File: src/hw/rtl/esdf_pkg.sv
`default_nettype none
// ----------------------------------------------------------------------------
// esdf_pkg
// Shared types and constants for the epoch seconds to date fields converter.
// ----------------------------------------------------------------------------
package esdf_pkg;

   localparam logic [16:0] DAY_SECONDS    = 17'd86400;
   localparam logic [25:0] DAY_RECIP      = 26'd50903317;   // ceil(2^35 / 675)
   localparam int unsigned DAY_SHIFT      = 35;
   localparam logic [15:0] DAYS_1968_1970 = 16'd731;
   localparam logic [10:0] DAYS_PER_CYCLE = 11'd1461;
   localparam logic [16:0] CYCLE_RECIP    = 17'd91868;      // ceil(2^27 / 1461)
   localparam int unsigned CYCLE_SHIFT    = 27;
   localparam logic [15:0] MIN_RECIP      = 16'd34953;      // ceil(2^19 / 15)
   localparam int unsigned MIN_SHIFT      = 19;
   localparam logic [9:0]  HOUR_RECIP     = 10'd547;        // ceil(2^13 / 15)
   localparam int unsigned HOUR_SHIFT     = 13;
   localparam logic [10:0] DAYS_LEAP_YEAR = 11'd366;
   localparam logic [10:0] DAYS_YEAR      = 11'd365;
   localparam logic [7:0]  BASE_YEAR      = 8'd68;
   localparam logic [8:0]  LEAP_DAY_DOY   = 9'd59;

   localparam logic [2:0]  ORDER_DMY      = 3'd1;
   localparam logic [2:0]  ORDER_YMD      = 3'd2;

   localparam logic [8:0] MONTH_START [12] = '{
      9'd0, 9'd31, 9'd59, 9'd90, 9'd120, 9'd151,
      9'd181, 9'd212, 9'd243, 9'd273, 9'd304, 9'd334
   };

   typedef struct packed {
      logic [3:0] month;
      logic [4:0] mday;
   } esdf_date_type;

endpackage
`default_nettype wire

File: src/hw/rtl/esdf_month_lookup.sv
`default_nettype none
// ----------------------------------------------------------------------------
// esdf_month_lookup
// Splits a day of year into month and day of month, leap day included.
// ----------------------------------------------------------------------------
module esdf_month_lookup (
   input  wire logic [8:0]             doy,
   input  wire logic                   leap,
   output esdf_pkg::esdf_date_type     date
);
   import esdf_pkg::*;

   logic [8:0] doy_adj;
   logic [3:0] month_idx;

   always_comb begin
      doy_adj = doy;
      if (leap && (doy > LEAP_DAY_DOY)) begin
         doy_adj = doy - 9'd1;
      end
      month_idx = 4'd0;
      for (int m = 1; m < 12; m++) begin
         if (doy_adj >= MONTH_START[m]) begin
            month_idx = 4'(m);
         end
      end
      if (leap && (doy == LEAP_DAY_DOY)) begin
         date.month = 4'd2;
         date.mday  = 5'd29;
      end else begin
         date.month = month_idx + 4'd1;
         date.mday  = 5'(doy_adj - MONTH_START[month_idx] + 9'd1);
      end
   end

endmodule
`default_nettype wire

File: src/hw/rtl/epoch_seconds_to_date_fields_top.sv
`default_nettype none
// ----------------------------------------------------------------------------
// epoch_seconds_to_date_fields_top
// Converts seconds since 1970-01-01 into time of day and an ordered date.
// Pipeline: input register, four arithmetic stages, result register.
// Throughput: one request per cycle while the result side does not stall; the
// reciprocal multipliers are pipelined.
// Reset clears all valid flags and sets the date order to month-day-year.
// ----------------------------------------------------------------------------
module epoch_seconds_to_date_fields_top (
   input  wire logic        clock,
   input  wire logic        reset,
   input  wire logic        req_valid,
   output      logic        req_stall,
   input  wire logic [31:0] req_seconds_since_epoch,
   output      logic        rsp_valid,
   input  wire logic        rsp_stall,
   output      logic [6:0]  rsp_first_date_field,
   output      logic [6:0]  rsp_second_date_field,
   output      logic [6:0]  rsp_third_date_field,
   output      logic [4:0]  rsp_hour_of_day,
   output      logic [5:0]  rsp_minute_of_hour,
   output      logic [5:0]  rsp_second_of_minute,
   input  wire logic        csr_wr_en,
   input  wire logic [2:0]  csr_wr_data
);
   import esdf_pkg::*;

   logic [2:0]  date_order_ff;

   logic        v0_ff, v1_ff, v2_ff, v3_ff, v4_ff, v5_ff;
   logic        en0, en1, en2, en3, en4, en5;

   // stage 0
   logic [31:0] t0_ff;
   // stage 1
   logic [50:0] day_prod;
   logic [15:0] days1_in, days1_ff;
   logic [16:0] tlo1_ff;
   // stage 2
   logic [32:0] day_secs, cyc_prod;
   logic [16:0] rem2_in, rem2_ff;
   logic [15:0] d2_in, d2_ff;
   logic [5:0]  cyc2_in, cyc2_ff;
   // stage 3
   logic [33:0] min_prod;
   logic [16:0] cyc_days;
   logic [10:0] totmin3_in, totmin3_ff;
   logic [10:0] r3_in, r3_ff;
   logic [16:0] rem3_ff;
   logic [5:0]  cyc3_ff;
   // stage 4
   logic [16:0] totmin_x60;
   logic [19:0] hour_prod;
   logic [5:0]  sec4_in, sec4_ff;
   logic [4:0]  hour4_in, hour4_ff;
   logic [10:0] totmin4_ff;
   logic [10:0] r_rest;
   logic [8:0]  doy4_in, doy4_ff;
   logic        leap4_in, leap4_ff;
   logic [1:0]  yoff;
   logic [7:0]  year_raw;
   logic [6:0]  year4_in, year4_ff;
   // stage 5
   esdf_date_type date5;
   logic [10:0] hour_x60;
   logic [5:0]  min5_in;
   logic [6:0]  f1_in, f2_in, f3_in;
   logic [6:0]  f1_ff, f2_ff, f3_ff;
   logic [4:0]  hour5_ff;
   logic [5:0]  min5_ff, sec5_ff;

   // stall handling: a stage moves when empty or when the next one moves
   assign en5 = !v5_ff || !rsp_stall;
   assign en4 = !v4_ff || en5;
   assign en3 = !v3_ff || en4;
   assign en2 = !v2_ff || en3;
   assign en1 = !v1_ff || en2;
   assign en0 = !v0_ff || en1;
   assign req_stall = !en0;

   always_ff @(posedge clock) begin
      if (reset) begin
         date_order_ff <= 3'd0;
      end else if (csr_wr_en) begin
         date_order_ff <= csr_wr_data;
      end
   end

   always_ff @(posedge clock) begin
      if (reset) begin
         v0_ff <= 1'b0;
         v1_ff <= 1'b0;
         v2_ff <= 1'b0;
         v3_ff <= 1'b0;
         v4_ff <= 1'b0;
         v5_ff <= 1'b0;
      end else begin
         if (en0) v0_ff <= req_valid;
         if (en1) v1_ff <= v0_ff;
         if (en2) v2_ff <= v1_ff;
         if (en3) v3_ff <= v2_ff;
         if (en4) v4_ff <= v3_ff;
         if (en5) v5_ff <= v4_ff;
      end
   end

   // days = t / 86400, taken as (t >> 7) / 675
   always_comb begin
      day_prod = 51'(t0_ff[31:7]) * 51'(DAY_RECIP);
      days1_in = day_prod[DAY_SHIFT +: 16];
   end

   // seconds into the day and four-year cycle from 1968
   always_comb begin
      day_secs = 33'(days1_ff) * 33'(DAY_SECONDS);
      rem2_in  = tlo1_ff - day_secs[16:0];
      d2_in    = days1_ff + DAYS_1968_1970;
      cyc_prod = 33'(d2_in) * 33'(CYCLE_RECIP);
      cyc2_in  = cyc_prod[CYCLE_SHIFT +: 6];
   end

   always_comb begin
      min_prod   = 34'(rem2_ff[16:2]) * 34'(MIN_RECIP);
      totmin3_in = min_prod[MIN_SHIFT +: 11];
      cyc_days   = 17'(cyc2_ff) * 17'(DAYS_PER_CYCLE);
      r3_in      = d2_ff[10:0] - cyc_days[10:0];
   end

   always_comb begin
      totmin_x60 = 17'(totmin3_ff) * 17'd60;
      sec4_in    = rem3_ff[5:0] - totmin_x60[5:0];
      hour_prod  = 20'(totmin3_ff[10:2]) * 20'(HOUR_RECIP);
      hour4_in   = hour_prod[HOUR_SHIFT +: 5];

      r_rest = r3_ff - DAYS_LEAP_YEAR;
      if (r3_ff < DAYS_LEAP_YEAR) begin
         yoff     = 2'd0;
         doy4_in  = r3_ff[8:0];
         leap4_in = 1'b1;
      end else if (r_rest >= (DAYS_YEAR << 1)) begin
         yoff     = 2'd3;
         doy4_in  = 9'(r_rest - (DAYS_YEAR << 1));
         leap4_in = 1'b0;
      end else if (r_rest >= DAYS_YEAR) begin
         yoff     = 2'd2;
         doy4_in  = 9'(r_rest - DAYS_YEAR);
         leap4_in = 1'b0;
      end else begin
         yoff     = 2'd1;
         doy4_in  = r_rest[8:0];
         leap4_in = 1'b0;
      end

      year_raw = BASE_YEAR + {cyc3_ff, 2'b00} + 8'(yoff);
      if (year_raw >= 8'd200) begin
         year4_in = 7'(year_raw - 8'd200);
      end else if (year_raw >= 8'd100) begin
         year4_in = 7'(year_raw - 8'd100);
      end else begin
         year4_in = year_raw[6:0];
      end
   end

   esdf_month_lookup u_month_lookup (
      .doy  (doy4_ff),
      .leap (leap4_ff),
      .date (date5)
   );

   always_comb begin
      hour_x60 = 11'(hour4_ff) * 11'd60;
      min5_in  = totmin4_ff[5:0] - hour_x60[5:0];
      case (date_order_ff)
         ORDER_DMY: begin
            f1_in = 7'(date5.mday);
            f2_in = 7'(date5.month);
            f3_in = year4_ff;
         end
         ORDER_YMD: begin
            f1_in = year4_ff;
            f2_in = 7'(date5.month);
            f3_in = 7'(date5.mday);
         end
         default: begin
            f1_in = 7'(date5.month);
            f2_in = 7'(date5.mday);
            f3_in = year4_ff;
         end
      endcase
   end

   always_ff @(posedge clock) begin
      if (en0) begin
         t0_ff <= req_seconds_since_epoch;
      end
      if (en1) begin
         days1_ff <= days1_in;
         tlo1_ff  <= t0_ff[16:0];
      end
      if (en2) begin
         rem2_ff <= rem2_in;
         d2_ff   <= d2_in;
         cyc2_ff <= cyc2_in;
      end
      if (en3) begin
         totmin3_ff <= totmin3_in;
         r3_ff      <= r3_in;
         rem3_ff    <= rem2_ff;
         cyc3_ff    <= cyc2_ff;
      end
      if (en4) begin
         sec4_ff    <= sec4_in;
         hour4_ff   <= hour4_in;
         totmin4_ff <= totmin3_ff;
         doy4_ff    <= doy4_in;
         leap4_ff   <= leap4_in;
         year4_ff   <= year4_in;
      end
      if (en5) begin
         f1_ff    <= f1_in;
         f2_ff    <= f2_in;
         f3_ff    <= f3_in;
         hour5_ff <= hour4_ff;
         min5_ff  <= min5_in;
         sec5_ff  <= sec4_ff;
      end
   end

   assign rsp_valid             = v5_ff;
   assign rsp_first_date_field  = f1_ff;
   assign rsp_second_date_field = f2_ff;
   assign rsp_third_date_field  = f3_ff;
   assign rsp_hour_of_day       = hour5_ff;
   assign rsp_minute_of_hour    = min5_ff;
   assign rsp_second_of_minute  = sec5_ff;

   a_accept_loads: assert property (@(posedge clock) disable iff (reset)
      (req_valid && !req_stall) |=> v0_ff)
      else $error("accepted request not held in input stage");

   a_rem_range: assert property (@(posedge clock) disable iff (reset)
      v2_ff |-> (rem2_ff < DAY_SECONDS))
      else $error("seconds of day out of range");

   a_month_range: assert property (@(posedge clock) disable iff (reset)
      v4_ff |-> (date5.month >= 4'd1 && date5.month <= 4'd12))
      else $error("month out of range");

   a_time_range: assert property (@(posedge clock) disable iff (reset)
      rsp_valid |-> (rsp_hour_of_day < 5'd24 && rsp_minute_of_hour < 6'd60
                     && rsp_second_of_minute < 6'd60))
      else $error("time of day out of range");

   a_stall_blocks: assert property (@(posedge clock) disable iff (reset)
      (rsp_valid && rsp_stall && v4_ff && v3_ff && v2_ff && v1_ff && v0_ff)
         |-> req_stall)
      else $error("request taken with full pipeline stalled");

endmodule
`default_nettype wire

File: config.mk
export PLATFORM = sky130hd
export DESIGN_NAME = epoch_seconds_to_date_fields_top
export DESIGN_NICKNAME = d
export VERILOG_FILES = /design/src/hw/rtl/esdf_pkg.sv /design/src/hw/rtl/esdf_month_lookup.sv /design/src/hw/rtl/epoch_seconds_to_date_fields_top.sv
export SDC_FILE = /design/constraint.sdc
export NUM_CORES = 1
export LEC_CHECK = 0
export ABC_CLOCK_PERIOD_IN_PS = 9740
export BUFFER_PORTS_ARGS = -buffer_cell sky130_fd_sc_hd__clkbuf_2
export CAP_MARGIN = 20
export CORE_ASPECT_RATIO = 1.5
export CORE_UTILIZATION = 50
export CTS_BUF_LIST = sky130_fd_sc_hd__clkbuf_16
export DETAILED_ROUTE_END_ITERATION = 10
export PLACE_DENSITY = 0.76
export SLEW_MARGIN = 20
export SYNTH_ARGS = -nofsm -noshare
export SYNTH_HDL_FRONTEND = slang
export SYNTH_SLANG_ARGS = --single-unit
File: constraint.sdc
create_clock -name clock -period 9.74 [get_ports clock]
set_input_delay 1.461 -clock clock [delete_from_list [all_inputs] [get_ports clock]]
set_output_delay 1.461 -clock clock [all_outputs]
set_load 0.03 [all_outputs]
==> results.json, run 1 <==
{
  "cts_resized": 0,
  "crit_start": "days1_ff[0]",
  "yosys-top-cells-count": "ha_1 (619), inv_1 (600), fa_1 (330)",
  "crit_type": "reg2reg",
  "cts_made_buffers": 26,
  "worstMarginPinSlew_ns": 1.024,
  "dr.pass1.iters": 5,
  "grt_start_max_net_pins": 37,
  "cp-endpoint": "cyc2_ff[5]",
  "cpLargestDelayFamily": "adder cells",
  "place_area_sq_mm": 0.02927,
  "cts_sinks": 212,
  "synth_compound_gate_area_share_pct": 7.242,
  "setup_violations": 0,
  "post_synth.cell_area_avg_sq_um": 10.91,
  "ys_seq_area_share_pct": 22.38,
  "crit_slowest_cell": "fa_1",
  "synth-xor-area-share_pct": 4.529,
  "cts_tree": "built",
  "core_area_sq_mm": 0.05505,
  "dieArea_sq_mm": 0.05705,
  "cts_buffer_depth": 3,
  "worstPathRequired_ns": 10.03,
  "nets": 3655,
  "r2r-start": "days1_ff[0]",
  "hp-class": "reg2reg",
  "min_period_ns": 8.483,
  "drv_slew": 0,
  "drtAntennaViolNets": 0,
  "synth-warning-count": 0,
  "slew_headroom_pct": 31.26,
  "antenna_cells": 0,
  "grtUsageTotal_pct": 21.82,
  "grt_pass1_wl_um": 98800,
  "r2r_end": "cyc2_ff[5]",
  "ys_types": 85,
  "final_layout_size_suffix_gt1_share_pct": 6.106,
  "die_y_um": 292.0,
  "final_area_sq_mm": 0.03016,
  "die_x_um": 195.4,
  "pin_count": 80,
  "worst_setup_path_end_kind": "register",
  "synth_adder_area_share_pct": 51.18,
  "synth_mux_area_share_pct": 0.6158,
  "hpwl_um": 50870,
  "drt-initial-drc-count": 651,
  "cp_max_fo": 8,
  "insertion_delay_ns": 0.55,
  "outcome": "finished clean",
  "cts_root_buf": "clkbuf_16",
  "antenna_found_initial": 0,
  "dp_slack_ns": 1.237,
  "drc": 0,
  "cts.reportedPaths.clkPinSlew_ns": 0.06,
  "max_cap_viol_count": 0,
  "setup_tns_ns": 0,
  "rsz0062_at_grt": "no",
  "rows": 105,
  "finClkSkew_ns": 0.01183,
  "fmax_mhz": 117.9,
  "vias_per_cell": 5.437,
  "cp.depth": 29,
  "crit_arrival_ns": 8.78,
  "area_growth_pct": 7.545,
  "synth-simple-area-share_pct": 5.551,
  "synth_edf_count": 203,
  "cts-htree-levels": 1,
  "yosysMostFrequentCell": "ha_1",
  "gr-total-overflow": 0,
  "grt_pass1_vias": 20405,
  "hold_viol_final": 0,
  "crit_path_frequent_cell": "inv_1",
  "worstRegToRegCells": 29,
  "hold_slack_ns": 0.4181,
  "wl_um": 59720,
  "cts_setup_buffers": 0,
  "place.gp.congestion": 0.9346,
  "path_buf_inv": 7,
  "synth_seq_cells": 212,
  "worst-r2r-setup-slack_ns": 1.26,
  "syn_area_sq_mm": 0.02804,
  "crit_path_max_incr_delay_ns": 0.59,
  "async_flop_share_pct": 0,
  "yosys-top-cells-area": "ha_1 (28%), fa_1 (24%), edfxtp_1 (22%), inv_1 (8.0%), xnor2_1 (3.2%)",
  "synth_top_area_cell": "ha_1",
  "port_buffers": 77,
  "setup_slack_ns": 1.257,
  "start_kind": "register",
  "vias": 18382,
  "period_share_pct": 87.09,
  "synth_top_family_by_area": "adder cells",
  "hold_buffers": 0,
  "synth_flop_cell": "edfxtp_1",
  "wl_per_cell_um": 17.66,
  "synth.top_cell.area_share_pct": 27.62,
  "start_util_pct": 50.94,
  "synthCells": 2570
}
layer usage:
layer,share of wire [%],global-route usage (%),vias up
met5,0,0,-
met4,6.1,12.18,0
met3,3.2,2.079,206
met2,56,43.55,440
met1,35,21.60,9020
li1,-,-,8716
through the flow:
stage                     std cells  utilization [%]
final                          3381            54.78
after global routing           3381            54.78
after CTS                      3381            54.78
after detailed placement       3333            53.18
after global placement         3333            53.18
after floorplan                2571                -
layout make-up:
cell class,instances,area (sq um)
timing repair buffer,90,483.0
fill,4603,24890
inverter,600,2252
tap,695,869.6
sequential,212,6276
clock buffer,27,675.6
clock inverter,21,206.4
multi-input combinational,1736,19390
flip-flops by register name, summed over array words and instances, names as in the netlist, 7 cells and up:
signal                cells
t0_ff                    32
rem2_ff                  17
tlo1_ff                  17
days1_ff                 16
d2_ff                    11
r3_ff                    11
totmin3_ff               11
doy4_ff                   9
rsp_first_date_field      7
rsp_third_date_field      7
year4_ff                  7
cells by family (layout without fill, tap and decap cells):
logic type                 count (synthesis)  count (layout)
other                                      1               2
xor gates and xnor gates                 145             145
AOI/OAI and AO/OA                        316             316
buffers and inverters                    623             738
adders and majority gates                949             949
and+or+nand+nor                          307             307
muxes                                     17              17
DFF                                      212             212
worst reg2reg max path: cells and delay by family, from the launching register on:
family                     cells  cell delay [ns]
AOI/OAI and AO/OA             10             2.40
xor gates and xnor gates       2             0.41
adders and majority gates      8             3.75
buffers and inverters          7             0.91
DFF                            1             0.51
and+or+nand+nor                2             0.29
cell usage in the layout, fill, tap and decap left out, types with 27 or more instances in the layout:
cell type,n
fa_1,330
ha_1,619
nor2_1,84
xnor2_1,104
a21oi_1,108
xor2_1,41
o21ai_0,57
clkbuf_16,27
edfxtp_1,203
clkbuf_2,77
nand2_1,74
a21o_1,28
inv_1,602
worst min path at each step:
| stage | from | slack, ns | cells after the start | end |
|---|---|---|---|---|
| 6_report | tlo1_ff[0] | 0.42 | 0 | rem2_ff[0] |
| 5_1_grt | tlo1_ff[0] | 0.43 | 0 | rem2_ff[0] |
| 4_1_cts | tlo1_ff[0] | 0.42 | 0 | rem2_ff[0] |
| 3_5_place_dp | tlo1_ff[0] | 0.40 | 0 | rem2_ff[0] |
| 3_3_place_gp | tlo1_ff[1] | 0.40 | 0 | rem2_ff[1] |
| 2_1_floorplan | tlo1_ff[0] | 0.40 | 0 | rem2_ff[0] |
Power of run 1 is not shown: default switching activity piles up to over one toggle a cycle in this logic, so the estimate is an artifact.
==> inputs of run 2 (changes only) <==
Settings changed: ABC_AREA from default to 1.
==> results.json, run 2 <==
{
  "post_synth.cell_area_avg_sq_um": 9.915,
  "setup_slack_ns": 2.238,
  "crit_slowest_cell": "fa_1",
  "ys_seq_area_share_pct": 21.75,
  "antenna_found_initial": 0,
  "cts_sinks": 212,
  "hpwl_um": 53220,
  "max_cap_viol_count": 0,
  "min_period_ns": 7.502,
  "worst_setup_path_end_kind": "register",
  "crit_type": "reg2reg",
  "final_layout_size_suffix_gt1_share_pct": 5.638,
  "async_flop_share_pct": 0,
  "period_share_pct": 77.02,
  "cts_tree": "built",
  "largest_registers": "t0_ff x32, rem2_ff x17, tlo1_ff x17",
  "core_area_sq_mm": 0.05690,
  "worstMarginPinSlew_ns": 0.9695,
  "ys_types": 57,
  "drt-initial-drc-count": 659,
  "gr-total-overflow": 0,
  "rows": 107,
  "synth-warning-count": 0,
  "drv_slew": 0,
  "yosys-top-cells-area": "ha_1 (27%), fa_1 (23%), edfxtp_1 (21%), inv_1 (9.5%), nand2_1 (3.4%)",
  "insertion_delay_ns": 0.55,
  "wl_per_cell_um": 16.35,
  "setup_violations": 0,
  "cts.reportedPaths.clkPinSlew_ns": 0.06,
  "grt_util_met1_pct": 20.49,
  "synth_edf_count": 203,
  "num-fill-cells": 4900,
  "crit_path_max_incr_delay_ns": 0.51,
  "slew_headroom_pct": 34.87,
  "cts_buffer_depth": 3,
  "final_cell_mix": "inv_1 (732), ha_1 (619), fa_1 (330)",
  "area_growth_pct": 7.552,
  "cts_resized": 0,
  "start_kind": "register",
  "worstPathRequired_ns": 10.04,
  "yosysMostFrequentCell": "inv_1",
  "fmax_mhz": 133.3,
  "finClkSkew_ns": 0.02849,
  "die_y_um": 296.3,
  "outcome": "finished clean",
  "grt_busiest_layer": "met2",
  "grtUsageMet2_pct": 45.31,
  "grt.met3_usage_pct": 2.115,
  "synth_flop_cell": "edfxtp_1",
  "largest_reg_flops": 32,
  "dr.pass1.iters": 5,
  "regMostFlops": "t0_ff",
  "multi_input_area_sq_mm": 0.01978,
  "grt_pass1_vias": 21310,
  "hp-class": "reg2reg",
  "die_x_um": 198.2,
  "nets": 4004,
  "setup_tns_ns": 0,
  "drtAntennaViolNets": 0,
  "port_buffers": 77,
  "grtUsageTotal_pct": 22.18,
  "vias": 19686,
  "start_util_pct": 50.72,
  "grt_pass1_wl_um": 101500,
  "grt_start_max_net_pins": 39,
  "synth_seq_cells": 212,
  "drc": 0,
  "cp_max_fo": 7,
  "hold_viol_final": 0,
  "synth_top_area_cell": "ha_1",
  "cts-htree-levels": 1,
  "pin_count": 80,
  "synth.top_cell.area_share_pct": 26.83,
  "dp_slack_ns": 2.239,
  "dieArea_sq_mm": 0.05871,
  "wl_um": 62050,
  "antenna_cells": 0,
  "syn_area_sq_mm": 0.02886,
  "rsz0062_at_grt": "no",
  "mostFrequentLayoutCell": "inv_1",
  "cts_made_buffers": 24,
  "hold_buffers": 0,
  "crit_arrival_ns": 7.80,
  "place.gp.congestion": 0.9526,
  "cts_root_buf": "clkbuf_16",
  "yosys-top-cells-count": "inv_1 (728), ha_1 (619), fa_1 (330)",
  "cts_setup_buffers": 0,
  "synthCells": 2911,
  "register_area_sq_mm": 0.006276,
  "vias_per_cell": 5.186
}
==> run 2: cell count changes after synthesis, moves of 15 or more <==
cell	previous run	this run
a21o_1	28	9
a21oi_1	108	152
inv_1	600	728
mux2i_1	15	0
nand2_1	74	262
nand3_1	19	62
nor2_1	84	136
o21ai_0	57	87
xnor2_1	104	36
xor2_1	41	95
==> run 2: area by class of cell <==
| cell class | count | share of cell area [%] |
|---|---|---|
| clock buffers | 26 | 2.096 |
| clock inverters | 18 | 0.5321 |
| inverters | 739 | 8.936 |
| multi-input cells | 1954 | 63.73 |
| flip-flops and latches | 212 | 20.22 |
| well taps | 763 | 3.076 |
| repair buffers | 84 | 1.411 |
==> run 2: cell families after synthesis <==
family / count (synthesis) / synth area share, %
flip-flops: 212 / 21.75
AND/OR/NAND/NOR: 542 / 8.254
AO/OA/AOI/OAI: 329 / 6.499
buffers and inverters: 746 / 9.732
other: 1 / 0.01299
adder cells (fa/ha/maj): 949 / 49.72
XOR/XNOR: 132 / 4.032
==> run 2: worst paths after layout <==
check | start | to | slack [ns] | cells past startpoint
worst max-delay path | days1_ff[0] | cyc2_ff[4] | 2.24 | 30
worst min-delay path | t0_ff[4] | tlo1_ff[4] | 0.40 | 0
worst min register to register | t0_ff[4] | tlo1_ff[4] | 0.40 | 0
worst max register to register | days1_ff[0] | cyc2_ff[4] | 2.24 | 30
==> run 2: metal layers <==
metal  part of all wire [%]  wire, um
met1                     34     21170
met2                     56     34820
met3                    2.9      1809
met4                    6.9      4251
met5                      0         0
==> run 2: critical path, delay by kind of cell, from the launching register on <==
kind | cells | cell delay (ns)
fa+ha+maj | 8 | 3.49
simple gates | 9 | 0.85
compound gates | 5 | 1.08
xor+xnor | 2 | 0.58
flops | 1 | 0.50
buf+inv | 6 | 0.76
==> run 2: through the flow <==
step	instance area [sq um]	utilization [%]	instances	hold WS, ns
global placement	30220	53.12	3752	0.4007
floorplan	28870	-	2912	0.4003
finish	31040	54.56	3796	0.4019
global route	31040	54.56	3796	0.4119
CTS	31040	54.55	3796	0.3983
detailed placement	30220	53.12	3752	0.4045
Power of run 2 is left out for the same reason.
